==> src/rtl/assert_macros.svh <==
// assertion macros used by the top-level rtl file
`ifndef ASSERT_MACROS_SVH
`define ASSERT_MACROS_SVH

// property checked at every rising clk edge outside reset
`define CDTT_ASSERT(label, prop, msg) \
  label: assert property (@(posedge clk) disable iff (!rst_n) prop) else $error(msg);

// condition in one cycle implies a condition in the next
`define CDTT_ASSERT_NEXT(label, pre, post, msg) \
  label: assert property (@(posedge clk) disable iff (!rst_n) (pre) |=> (post)) else $error(msg);

`endif

==> src/rtl/cdtt_pkg.sv <==
// shared types, constants and codes of the countdown timer table
package cdtt_pkg;

  localparam int NUM_TIMERS  = 8;
  localparam int MAX_RESULTS = 8;

  localparam int CMD_W     = 3;
  localparam int SLOT_W    = 3;
  localparam int TIME_W    = 32;
  localparam int STATUS_W  = 2;
  localparam int IDX_W     = (NUM_TIMERS > 1) ? $clog2(NUM_TIMERS) : 1;
  localparam int IDX_EXT_W = (IDX_W > SLOT_W) ? IDX_W : SLOT_W;
  localparam int FIRE_W    = $clog2(MAX_RESULTS + 1);

  localparam logic [TIME_W-1:0] TICK_PERIOD_RESET = TIME_W'(1000);

  typedef enum logic [CMD_W-1:0] {
    CMD_CREATE = 3'd0,
    CMD_START  = 3'd1,
    CMD_STOP   = 3'd2,
    CMD_RELOAD = 3'd3,
    CMD_TICK   = 3'd4
  } cmd_t;

  localparam logic [STATUS_W-1:0] STATUS_OK       = 2'd0;
  localparam logic [STATUS_W-1:0] STATUS_FULL     = 2'd1;
  localparam logic [STATUS_W-1:0] STATUS_NOT_USED = 2'd2;

  typedef enum logic [2:0] {
    OP_NONE   = 3'd0,
    OP_DEC    = 3'd1,
    OP_CLAIM  = 3'd2,
    OP_FIRE   = 3'd3,
    OP_START  = 3'd4,
    OP_STOP   = 3'd5,
    OP_RELOAD = 3'd6
  } cell_op_t;

  // control broadcast from the sequencer to every cell
  typedef struct packed {
    cell_op_t            op;
    logic                go;
    logic                adv;
    logic                clr;
    logic                seed;
    logic [SLOT_W-1:0]   slot;
    logic [TIME_W-1:0]   timeout;
    logic                periodic;
    logic [TIME_W-1:0]   tick_period;
  } cell_ctl_t;

endpackage

==> src/rtl/cdtt_cell.sv <==
// one timer slot of the chain, with its scan token stage
module cdtt_cell (
  input  logic                        clk,
  input  logic                        rst_n,
  input  logic [cdtt_pkg::IDX_W-1:0]  cell_idx,
  input  cdtt_pkg::cell_ctl_t         ctl,
  input  logic                        tok_in,
  output logic                        tok_out,
  output logic                        hit
);

  localparam int EW = cdtt_pkg::IDX_EXT_W;

  logic                          in_use_r, in_use_nxt;
  logic                          running_r, running_nxt;
  logic                          reloads_r, reloads_nxt;
  logic                          tok_r, tok_nxt;
  logic [cdtt_pkg::TIME_W-1:0]   rem_r, rem_nxt;
  logic [cdtt_pkg::TIME_W-1:0]   rv_r, rv_nxt;
  logic                          match;
  logic                          rem_zero;
  logic                          act;

  assign match    = (EW'(ctl.slot) == EW'(cell_idx));
  assign rem_zero = (rem_r == '0);

  always_comb begin
    case (ctl.op)
      cdtt_pkg::OP_CLAIM:  hit = tok_r && !in_use_r;
      cdtt_pkg::OP_FIRE:   hit = tok_r && in_use_r && rem_zero;
      cdtt_pkg::OP_START,
      cdtt_pkg::OP_STOP,
      cdtt_pkg::OP_RELOAD: hit = match && in_use_r;
      default:             hit = 1'b0;
    endcase
  end

  assign act = ctl.go && hit;

  always_comb begin
    in_use_nxt  = in_use_r;
    running_nxt = running_r;
    reloads_nxt = reloads_r;
    rem_nxt     = rem_r;
    rv_nxt      = rv_r;
    case (ctl.op)
      cdtt_pkg::OP_DEC: begin
        if (ctl.go && in_use_r && running_r && !rem_zero) begin
          rem_nxt = (rem_r > ctl.tick_period) ? rem_r - ctl.tick_period : '0;
        end
      end
      cdtt_pkg::OP_CLAIM: begin
        if (act) begin
          in_use_nxt  = 1'b1;
          running_nxt = 1'b0;
          reloads_nxt = ctl.periodic;
          rem_nxt     = ctl.timeout;
          rv_nxt      = ctl.timeout;
        end
      end
      cdtt_pkg::OP_FIRE: begin
        if (act) begin
          if (reloads_r) begin
            rem_nxt = rv_r;
          end else begin
            in_use_nxt  = 1'b0;
            running_nxt = 1'b0;
            reloads_nxt = 1'b0;
          end
        end
      end
      cdtt_pkg::OP_START:  if (act) running_nxt = 1'b1;
      cdtt_pkg::OP_STOP:   if (act) running_nxt = 1'b0;
      cdtt_pkg::OP_RELOAD: if (act && reloads_r) rem_nxt = rv_r;
      default: ;
    endcase
  end

  always_comb begin
    tok_nxt = tok_r;
    if (ctl.clr) begin
      tok_nxt = 1'b0;
    end else if (ctl.adv) begin
      tok_nxt = tok_in;
    end
  end

  assign tok_out = tok_r;

  always_ff @(posedge clk) begin
    if (!rst_n) begin
      in_use_r  <= 1'b0;
      running_r <= 1'b0;
      reloads_r <= 1'b0;
      tok_r     <= 1'b0;
    end else begin
      in_use_r  <= in_use_nxt;
      running_r <= running_nxt;
      reloads_r <= reloads_nxt;
      tok_r     <= tok_nxt;
    end
  end

  // count and reload value are only read while the slot is in use
  always_ff @(posedge clk) begin
    rem_r <= rem_nxt;
    rv_r  <= rv_nxt;
  end

endmodule

==> config.mk <==
export PLATFORM = sky130hd
export DESIGN_NAME = cdtt_cell
export DESIGN_NICKNAME = d
export VERILOG_FILES = /design/src/rtl/assert_macros.svh /design/src/rtl/cdtt_pkg.sv /design/src/rtl/cdtt_cell.sv
export SDC_FILE = /design/constraint.sdc
export NUM_CORES = 1
export LEC_CHECK = 0
export BUFFER_PORTS_ARGS = -buffer_cell sky130_fd_sc_hd__buf_2
export CELL_PAD_IN_SITES_DETAIL_PLACEMENT = 1
export CELL_PAD_IN_SITES_GLOBAL_PLACEMENT = 2
export CORE_ASPECT_RATIO = 1.4
export CORE_MARGIN = 4
export CORE_UTILIZATION = 39
export DETAILED_ROUTE_END_ITERATION = 10
export MAX_ROUTING_LAYER = met4
export PLACE_DENSITY = 0.85
export SKIP_CTS_REPAIR_TIMING = 1
export SYNTH_ARGS = -nofsm -noshare
export SYNTH_HDL_FRONTEND = slang
export SYNTH_SLANG_ARGS = --single-unit
==> constraint.sdc <==
create_clock -name clk -period 10.1 [get_ports clk]
set_clock_uncertainty 0.2 [all_clocks]
set_input_delay 1.515 -clock clk [delete_from_list [all_inputs] [get_ports clk]]
set_output_delay 1.515 -clock clk [all_outputs]
set_load 0.03 [all_outputs]
-- Word-level counts from Yosys, hierarchy flattened
Index checks and enable logic that the tools add are counted.
- eq/ne operators: 15
- reductions and logical operators: 23
- bitwise logic cells: 1
- $mul: 0
- div/mod/pow operators: 0
- magnitude comparators: 1
- shifts and indexed selects: 0
- mux-type cells: 18
- $add $sub $neg: 1
- operators by type and width (operator ; count):
    two-way mux 32 bit ; 6
    one-hot mux 32 bit (4 select lines) ; 1
    > comparator 32 bit ; 1
    logical NOT 32 bit ; 1
    subtractor 32 bit ; 1
    inequality test 2 bit (second input constant) ; 7
    equality test 3 bit (second input constant) ; 3
    logical AND 1 bit ; 9
    two-way mux 1 bit ; 7
    equality test 3 x 2 -> 1 bit (second input constant) ; 2
    one-hot mux 1 bit (3 select lines) ; 2
    AND reduction 6 bit ; 1
    AND reduction 5 bit ; 1
    one-hot mux 1 bit (2 select lines) ; 2
    AND reduction 4 bit ; 1
    nonzero test 4 bit ; 1
    OR reduction 2 bit ; 2
    equality test 3 x 1 -> 1 bit (second input constant) ; 1
    equality test 3 bit ; 1
    AND reduction 3 bit ; 1
    nonzero test 3 bit ; 1
    OR reduction 3 bit ; 1
    logical NOT 1 bit ; 2
    inequality test 2 x 1 -> 1 bit (second input constant) ; 1
    other kinds (3) ; 3
- bits in registers: 68
- bits in latches: 0
- output and inout port bits: 2
- ROM bits: 0
- memory bits (writable): 0
- memories: 0

-- Longest topological paths before layout
Gate-level depths: netlist of run 1.
- depth in word-level cells: 7
- gate-level depth with buffers: 13
- mapped depth without buffers: 12

-- Worst setup path after synthesis of run 1
Ideal clock, no wire load.
- path kind: input -> register
- from: input port ctl[72] (netlist name)
- to: register rem_r[0] (netlist name), enable pin
- data arrival time: 5.039 ns
- path buffers: 1
- setup time: 0.470 ns
- setup slack: 4.391 ns
- data required time: 9.430 ns
- cell stages on the path: 7
- cells stage by stage: clkbuf_1 -> nand2_1 -> o31ai_1 -> a41oi_1 -> inv_1 -> nand2_1 -> o31ai_1
- cells in the longest elaborated chain, start to end: 7
- elaborated cells on any way between the ends: 17
- ends and longest elaborated chain (what ; line ; RTL):
    from (decl) ; cdtt_cell.sv:6 ; input cdtt_pkg::cell_ctl_t ctl,
    equality test 3 bit ; cdtt_cell.sv:28 ; case (ctl.op)
    OR reduction 3 bit ; cdtt_cell.sv:28 ;
    one-hot mux 1 bit (3 select lines) * ; cdtt_cell.sv:28 ;
    via hit ; cdtt_cell.sv:9 ; output logic hit
    logical AND 1 bit * ; cdtt_cell.sv:38 ; assign act = ctl.go && hit;
    logical AND 1 bit ; cdtt_cell.sv:74 ; cdtt_pkg::OP_RELOAD: if (act && reloads_r) rem_nxt = rv_r;
    inequality test 2 bit (no line) ; n/a ;
    AND reduction 6 bit (no line) * ; n/a ;
    to (signal assigned) ; cdtt_cell.sv:106 ; rem_r <= rem_nxt;
    to (decl) ; cdtt_cell.sv:18 ; logic [cdtt_pkg::TIME_W-1:0] rem_r, rem_nxt;
The timed path passes the listed nets; every way through them passes the cells marked *.
A chain may end at the register's enable or synchronous reset.

-- Final worst setup path of run 1
- from: input port ctl[0] (netlist name)
- to: register rem_r[28] (netlist name) (data pin)
- cells in the longest elaborated chain, start to end: 4
- elaborated cells on any way between the ends: 5
- ends and longest elaborated chain (what ; line ; RTL):
    subtractor 32 bit or > comparator 32 bit (tied branches) ; cdtt_cell.sv:49 ; rem_nxt = (rem_r > ctl.tick_period) ? rem_r - ctl.tick_period : '0;
    two-way mux 32 bit * ; cdtt_cell.sv:49 ;
    two-way mux 32 bit * ; cdtt_cell.sv:48 ; if (ctl.go && in_use_r && running_r && !rem_zero) begin
    one-hot mux 32 bit (4 select lines) * ; cdtt_cell.sv:46 ; case (ctl.op)
    via rem_nxt, one bit ; cdtt_cell.sv:18 ;
The timed path passes the listed nets; every way through them passes the cells marked *. The select of a mux whose other input is x is not followed.

==> impl_metrics.tcl, run 1 <==
set metrics [dict create \
    max_slew_margin_pct 48.0 \
    gp_routability_congestion 0.850 \
    r2r-start "rem_r[0]$_DFFE_PP_" \
    clock_sink_count 68 \
    reg2reg_to "rem_r[28]$_DFFE_PP_" \
    cts-root-buf "sky130_fd_sc_hd__clkbuf_16" \
    cts_buffer_depth 2 \
    drt_first_iter_violations 138 \
    setup_violations 0 \
    synth.area.top_cells "sky130_fd_sc_hd__edfxtp_1 42%, sky130_fd_sc_hd__ha_1 8.7%, sky130_fd_sc_hd__o21ai_2 5.9%" \
    route.detailed.wl_per_inst_um 19.3 \
    effective_utilization_at_floorplan_pct 40.3 \
    grt_start_max_net_pins 33 \
    synth_ff_type "sky130_fd_sc_hd__edfxtp_1" \
    grt_setup_unrepaired "no" \
    grt_antenna_before_repair 0 \
    fin_util_pct 47.7 \
    synth-xor-area-share_pct 6.27 \
    final_cell_count_no_fill 678 \
    grt_pass1_wl_um 20700 \
    critical_path.endpoint_type "flip-flop" \
    main_combinational_cell_family_by_area_after_synthesis "compound AO/OA/AOI/OAI gates" \
    holdCritStartpoint "running_r$_SDFFE_PN0P_" \
    ys_top_cells_by_count "64 x sky130_fd_sc_hd__edfxtp_1, 47 x sky130_fd_sc_hd__inv_1, 32 x sky130_fd_sc_hd__a22oi_1, 32 x sky130_fd_sc_hd__ha_1, 31 x sky130_fd_sc_hd__o21ai_2" \
    cts-htree-levels 3 \
    post-place-cells 662 \
    worst-path-max-fanout 17 \
    routed_wl_um 13100 \
    buffer_ports.inserted 81 \
    netlist_instances 447 \
    floorplan.die.height_um 137 \
    run_status "finished, final reports clean" \
    finish.net_count 643 \
    netlist_area_mm2 0.00461 \
    mappedNetlistNets 561 \
    vias 3826 \
    fp.coreArea_mm2 0.0115 \
    std_cell_rows 46 \
    dp_hpwl_um 9980 \
    layout-drive-gt1-share_pct 26.2 \
    holdPathStages 2 \
    grt_pass1_vias 4113 \
    cts_tree "yes" \
    floorplan.die_area_mm2 0.0137 \
    ff2ff_setup_slack_ns 5.77 \
    asyncSetResetFlopFracSynth_pct 0 \
    yosysMostFrequentCell "sky130_fd_sc_hd__edfxtp_1" \
    post-synth-top-area-fraction_pct 41.7 \
    cts_made_buffers 9 \
    grtUsageTotal_pct 20.3 \
    min_period_ns 5.09 \
    power-per-cell-area_mw_per_mm2 135 \
    grt-ovfl-total 0 \
    floorplan.io_pins 83 \
    route.detailed.drc 0 \
    yosysUniqueCellTypes 50 \
    synth.avg_cell_area_um2 10.3 \
    start_kind "input port" \
    area_growth_syn_to_layout_pct 18.6 \
    finalMaxSlewViolations 0 \
    timing.final.crit_share_pct 50.4 \
    drtPass1Iterations 4 \
    fp.dieW_um 99.9 \
    sequential_cell_area_fraction_in_the_yosys_report_pct 43.4 \
    timing_hold_violations_final 0 \
    diodes 0 \
    synth.largest_area_cell "sky130_fd_sc_hd__edfxtp_1" \
    vias_per_cell 5.64 \
    synth-warning-count 0 \
    route.antenna.remaining_nets 0 \
    clock.fmax_ghz 0.196 \
    muxShareOfSynthArea_pct 0.434 \
    maxCapViolations 0 \
    number_of_enable_flip_flop_cells_after_synthesis 64 \
    worst_ir_drop_vdd_uv 85.0 \
    clk_pin_slew_worst_paths_ns 0.06 \
    setup_total_negative_slack_ns 0 \
    worstSkewPairLatency_ns 0.34 \
    synthesized_area_fraction_occupied_by_ao_oa_aoi_and_oai_cells_pct 25.7 \
    arrival_ns 4.96 \
    synth-adder-area-share_pct 9.12 \
    hold_path.class "flip-flop to flip-flop" \
    criticalPathCategory "input port to flip-flop" \
    worst_ep_required_time_ns 9.97 \
    p_leak_nw 2.28 \
    r2r.worst_path.cells 13 \
    total_of_flip_flops_plus_latches_after_synthesis 68 \
    timing.hold.worst_endpoint "running_r$_SDFFE_PN0P_" \
    synthSimpleGateAreaFrac_pct 9.53 \
    tightestPinTransition_ns 0.777 \
]
## placed cells by master (no fill, tap or decap), types with 20 or more instances in the layout
master	instances
sky130_fd_sc_hd__a21oi_1	30
sky130_fd_sc_hd__buf_2	81
sky130_fd_sc_hd__o21ai_2	31
sky130_fd_sc_hd__a22oi_1	32
sky130_fd_sc_hd__xnor2_1	20
sky130_fd_sc_hd__nand2_1	25
sky130_fd_sc_hd__ha_1	32
sky130_fd_sc_hd__edfxtp_1	64
sky130_fd_sc_hd__inv_1	47
## sequential cells by signal, indices dropped and copies added (netlist names)
name and flops:
reloads_r 1, rv_r 32, rem_r 32, in_use_r 1
tok_out 1, running_r 1
## where the power goes
part | leakage [nW] | internal [W] | total, W | switching (W)
clock network | 0.137 | 0.000189 | 0.000309 | 0.000121
logic | 1.53 | 0.0000497 | 0.000118 | 0.0000688
registers | 0.611 | 0.000310 | 0.000311 | 0.000000141
## worst max-delay path, stage by stage
cell	delay, ns
sky130_fd_sc_hd__buf_2	0.09
sky130_fd_sc_hd__ha_1	0.16
sky130_fd_sc_hd__inv_1	0.06
sky130_fd_sc_hd__fa_1	0.40
sky130_fd_sc_hd__a21o_1	0.21
sky130_fd_sc_hd__a221oi_2	0.40
sky130_fd_sc_hd__o211ai_1	0.21
sky130_fd_sc_hd__a221o_2	0.48
sky130_fd_sc_hd__a211oi_4	0.37
sky130_fd_sc_hd__o21ai_2	0.11
sky130_fd_sc_hd__o211ai_4	0.36
sky130_fd_sc_hd__buf_4	0.45
sky130_fd_sc_hd__o31ai_1	0.13
## cell families after synthesis
kind of cell,after synthesis
compound gates,162
xor+xnor,33
fa+ha+maj,33
buf+inv,62
flops,68
mux,2
simple gates,87
## worst max path at each step
stage,to,from,slack [ns]
final,rem_r[28]$_DFFE_PP_,ctl[0],5.01
after global routing,rem_r[28]$_DFFE_PP_,ctl[0],4.85
after CTS,rem_r[28]$_DFFE_PP_,ctl[0],5.02
after detailed placement,rem_r[28]$_DFFE_PP_,ctl[0],4.69
after global placement,rem_r[28]$_DFFE_PP_,ctl[0],4.73
after floorplan,rem_r[0]$_DFFE_PP_,ctl[72],4.39
## final cells by class
cell class | count | area (um^2)
Multi-Input combinational cell | 317 | 2380
Inverter | 47 | 176
Tap cell | 144 | 180
Clock inverter | 6 | 55.1
Fill cell | 1323 | 5990
Sequential cell | 68 | 2000
Clock buffer | 10 | 229
Timing Repair Buffer | 86 | 443
## stage by stage
stage	setup slack, ns	cell area (um^2)	hold WS, ns	total power, W
6_report	5.01	5470	0.303	0.000738
5_1_grt	4.85	5470	0.341	0.000771
4_1_cts	5.02	5470	0.311	0.000748
3_5_place_dp	4.69	5180	0.303	0.000435
3_3_place_gp	4.73	5180	0.276	0.000431
2_1_floorplan	4.39	4610	0.256	0.000396
## metal layers
metal | global-route usage, % | share of wire [%] | up-vias
li1 | - | - | 1872
met1 | 22.2 | 40 | 1851
met2 | 36.6 | 54 | 78
met3 | 3.16 | 3.6 | 25
met4 | 8.12 | 2.5 | 0
met5 | - | 0 | -
No activity file was read; power rests on OpenSTA's default activity.
==> run 2, diff against run 1 <==
Settings changed: CORE_UTILIZATION 39 to 36, PLACE_DENSITY 0.85 to 0.79.
Clock period 10.1 ns to 4.86 ns, I/O delays scaled along.
==> impl_metrics.tcl, run 2 (synthesis gave the netlist of run 1 again) <==
set metrics [dict create \
    layout_commonest_cell "sky130_fd_sc_hd__buf_2" \
    start_kind "input port" \
    worst_ep_required_time_ns 4.73 \
    grt_setup_unrepaired "no" \
    reg2reg_to "rem_r[21]$_DFFE_PP_" \
    timing.hold.worst_endpoint "running_r$_SDFFE_PN0P_" \
    route.detailed.wl_per_inst_um 19.3 \
    holdPathStages 2 \
    cts_buffer_depth 2 \
    routed_wl_um 13200 \
    criticalPathCategory "input port to flip-flop" \
    final_cell_count_no_fill 686 \
    route.detailed.drc 0 \
    num-fill-cells 1455 \
    grt_antenna_before_repair 0 \
    power-per-cell-area_mw_per_mm2 270 \
    setup_total_negative_slack_ns 0 \
    worst-path-max-fanout 14 \
    maxCapViolations 0 \
    r2r-start "rem_r[0]$_DFFE_PP_" \
    drt_first_iter_violations 157 \
    hold_path.class "flip-flop to flip-flop" \
    cts_tree "yes" \
    worstSkewPairLatency_ns 0.33 \
    reg.largest.list "rem_r x32, rv_r x32" \
    r2r.worst_path.cells 13 \
    route.antenna.remaining_nets 0 \
    finalMaxSlewViolations 0 \
    finish.net_count 645 \
    vias_per_cell 5.55 \
    drtPass1Iterations 4 \
    fp.coreArea_mm2 0.0124 \
    buffer_ports.inserted 81 \
    floorplan.die.height_um 142 \
    grt-ovfl-total 0 \
    ff2ff_setup_slack_ns 0.86 \
    min_period_ns 4.02 \
    cts-root-buf "sky130_fd_sc_hd__clkbuf_16" \
    most-common-layout-cells "81 x sky130_fd_sc_hd__buf_2, 64 x sky130_fd_sc_hd__edfxtp_1, 47 x sky130_fd_sc_hd__inv_1" \
    fp.dieW_um 104 \
    worst_ir_drop_vdd_uv 158 \
    timing_hold_violations_final 0 \
    grt_start_max_net_pins 33 \
    crit_path_top_delay_cell "sky130_fd_sc_hd__a221o_2" \
    dp_hpwl_um 10300 \
    vias 3804 \
    clock.fmax_ghz 0.248 \
    clk_pin_slew_worst_paths_ns 0.05 \
    cts_made_buffers 9 \
    grt_pass1_wl_um 22000 \
    grt_pass1_vias 4310 \
    clock_sink_count 68 \
    cts-htree-levels 3 \
    area_growth_syn_to_layout_pct 18.7 \
    gp_routability_congestion 0.869 \
    run_status "finished, final reports clean" \
    arrival_ns 3.89 \
    grtUsageTotal_pct 19.4 \
    layout-drive-gt1-share_pct 26.3 \
    tightestPinTransition_ns 0.833 \
    diodes 0 \
    crit_top_cell "sky130_fd_sc_hd__o21ai_2" \
    setup_violations 0 \
    floorplan.io_pins 83 \
    p_leak_nw 2.28 \
    holdCritStartpoint "running_r$_SDFFE_PN0P_" \
    post-place-cells 670 \
    std_cell_rows 48 \
    critical_path.endpoint_type "flip-flop" \
    floorplan.die_area_mm2 0.0147 \
    timing.final.crit_share_pct 82.8 \
    max_slew_margin_pct 44.4 \
    effective_utilization_at_floorplan_pct 37.1 \
    timing.critical_path.slowest_cell_delay_ns 0.48 \
    path_cells "buf_2 > ha_1 > inv_1 > fa_1 > a21o_1 > a221oi_2 > o211ai_1 > a221o_2 > a211oi_4 > o21ai_2 > o211ai_4 > buf_4 > o21ai_2" \
]
## run 2: changes by cell type in the layout (fill, tap and decap cells not counted)
cell and delta:
sky130_fd_sc_hd__clkinvlp_4 -1, sky130_fd_sc_hd__bufinv_16 -1, sky130_fd_sc_hd__clkbuf_1 +3, sky130_fd_sc_hd__clkinv_2 +1, sky130_fd_sc_hd__clkinv_1 -2, sky130_fd_sc_hd__buf_4 +1, sky130_fd_sc_hd__buf_12 +1
## run 2: power by group
group          internal (W)  switching (W)  leakage, nW
logic              0.000105       0.000143         1.54
registers          0.000645    0.000000297        0.611
clock network      0.000344       0.000242        0.127
## run 2: layout make-up
| type | count | area (um^2) | share of cell area, % |
|---|---|---|---|
| Multi-Input combinational cell | 317 | 2380 | 43.5 |
| Sequential cell | 68 | 2000 | 36.6 |
| Timing Repair Buffer | 88 | 470 | 8.60 |
| Clock buffer | 13 | 240 | 4.39 |
| Tap cell | 150 | 188 | 3.43 |
| Inverter | 47 | 176 | 3.22 |
| Clock inverter | 3 | 15.0 | 0.274 |
## run 2: worst max-delay path by stage
stage,slack [ns],startpoint,endpoint,cells after the start
after global routing,0.58,rem_r[0]$_DFFE_PP_,rem_r[21]$_DFFE_PP_,13
after global placement,0.52,ctl[0],rem_r[21]$_DFFE_PP_,13
after CTS,0.82,ctl[0],rem_r[21]$_DFFE_PP_,13
after detailed placement,0.49,ctl[0],rem_r[17]$_DFFE_PP_,13
final,0.84,ctl[0],rem_r[21]$_DFFE_PP_,13
after floorplan,0.92,ctl[72],rem_r[0]$_DFFE_PP_,7
## run 2: through the flow
step	area [um^2]	hold WS [ns]	power, W	util [%]	worst slack (ns)
detailed placement	5220	0.286	0.000907	42.0	0.487
global route	5470	0.335	0.00155	44.0	0.584
finish	5470	0.291	0.00148	44.0	0.835
global placement	5220	0.276	0.000899	42.0	0.520
CTS	5470	0.294	0.00150	44.0	0.816
floorplan	4620	0.256	0.000824	-	0.922
## run 2: critical path, delay by kind of cell
kind | cells | cell delay (ns)
buffers and inverters | 3 | 0.48
adder cells (fa/ha/maj) | 2 | 0.55
AO/OA/AOI/OAI | 8 | 2.13
## run 2: per-layer routing
metal / part of all wire [%] / GRT usage (%) / vias up
li1: - / - / 1868
met3: 3.1 / 3.37 / 13
met2: 55 / 36.3 / 65
met1: 40 / 21.1 / 1858
met4: 1.8 / 5.60 / 0
met5: 0 / - / -
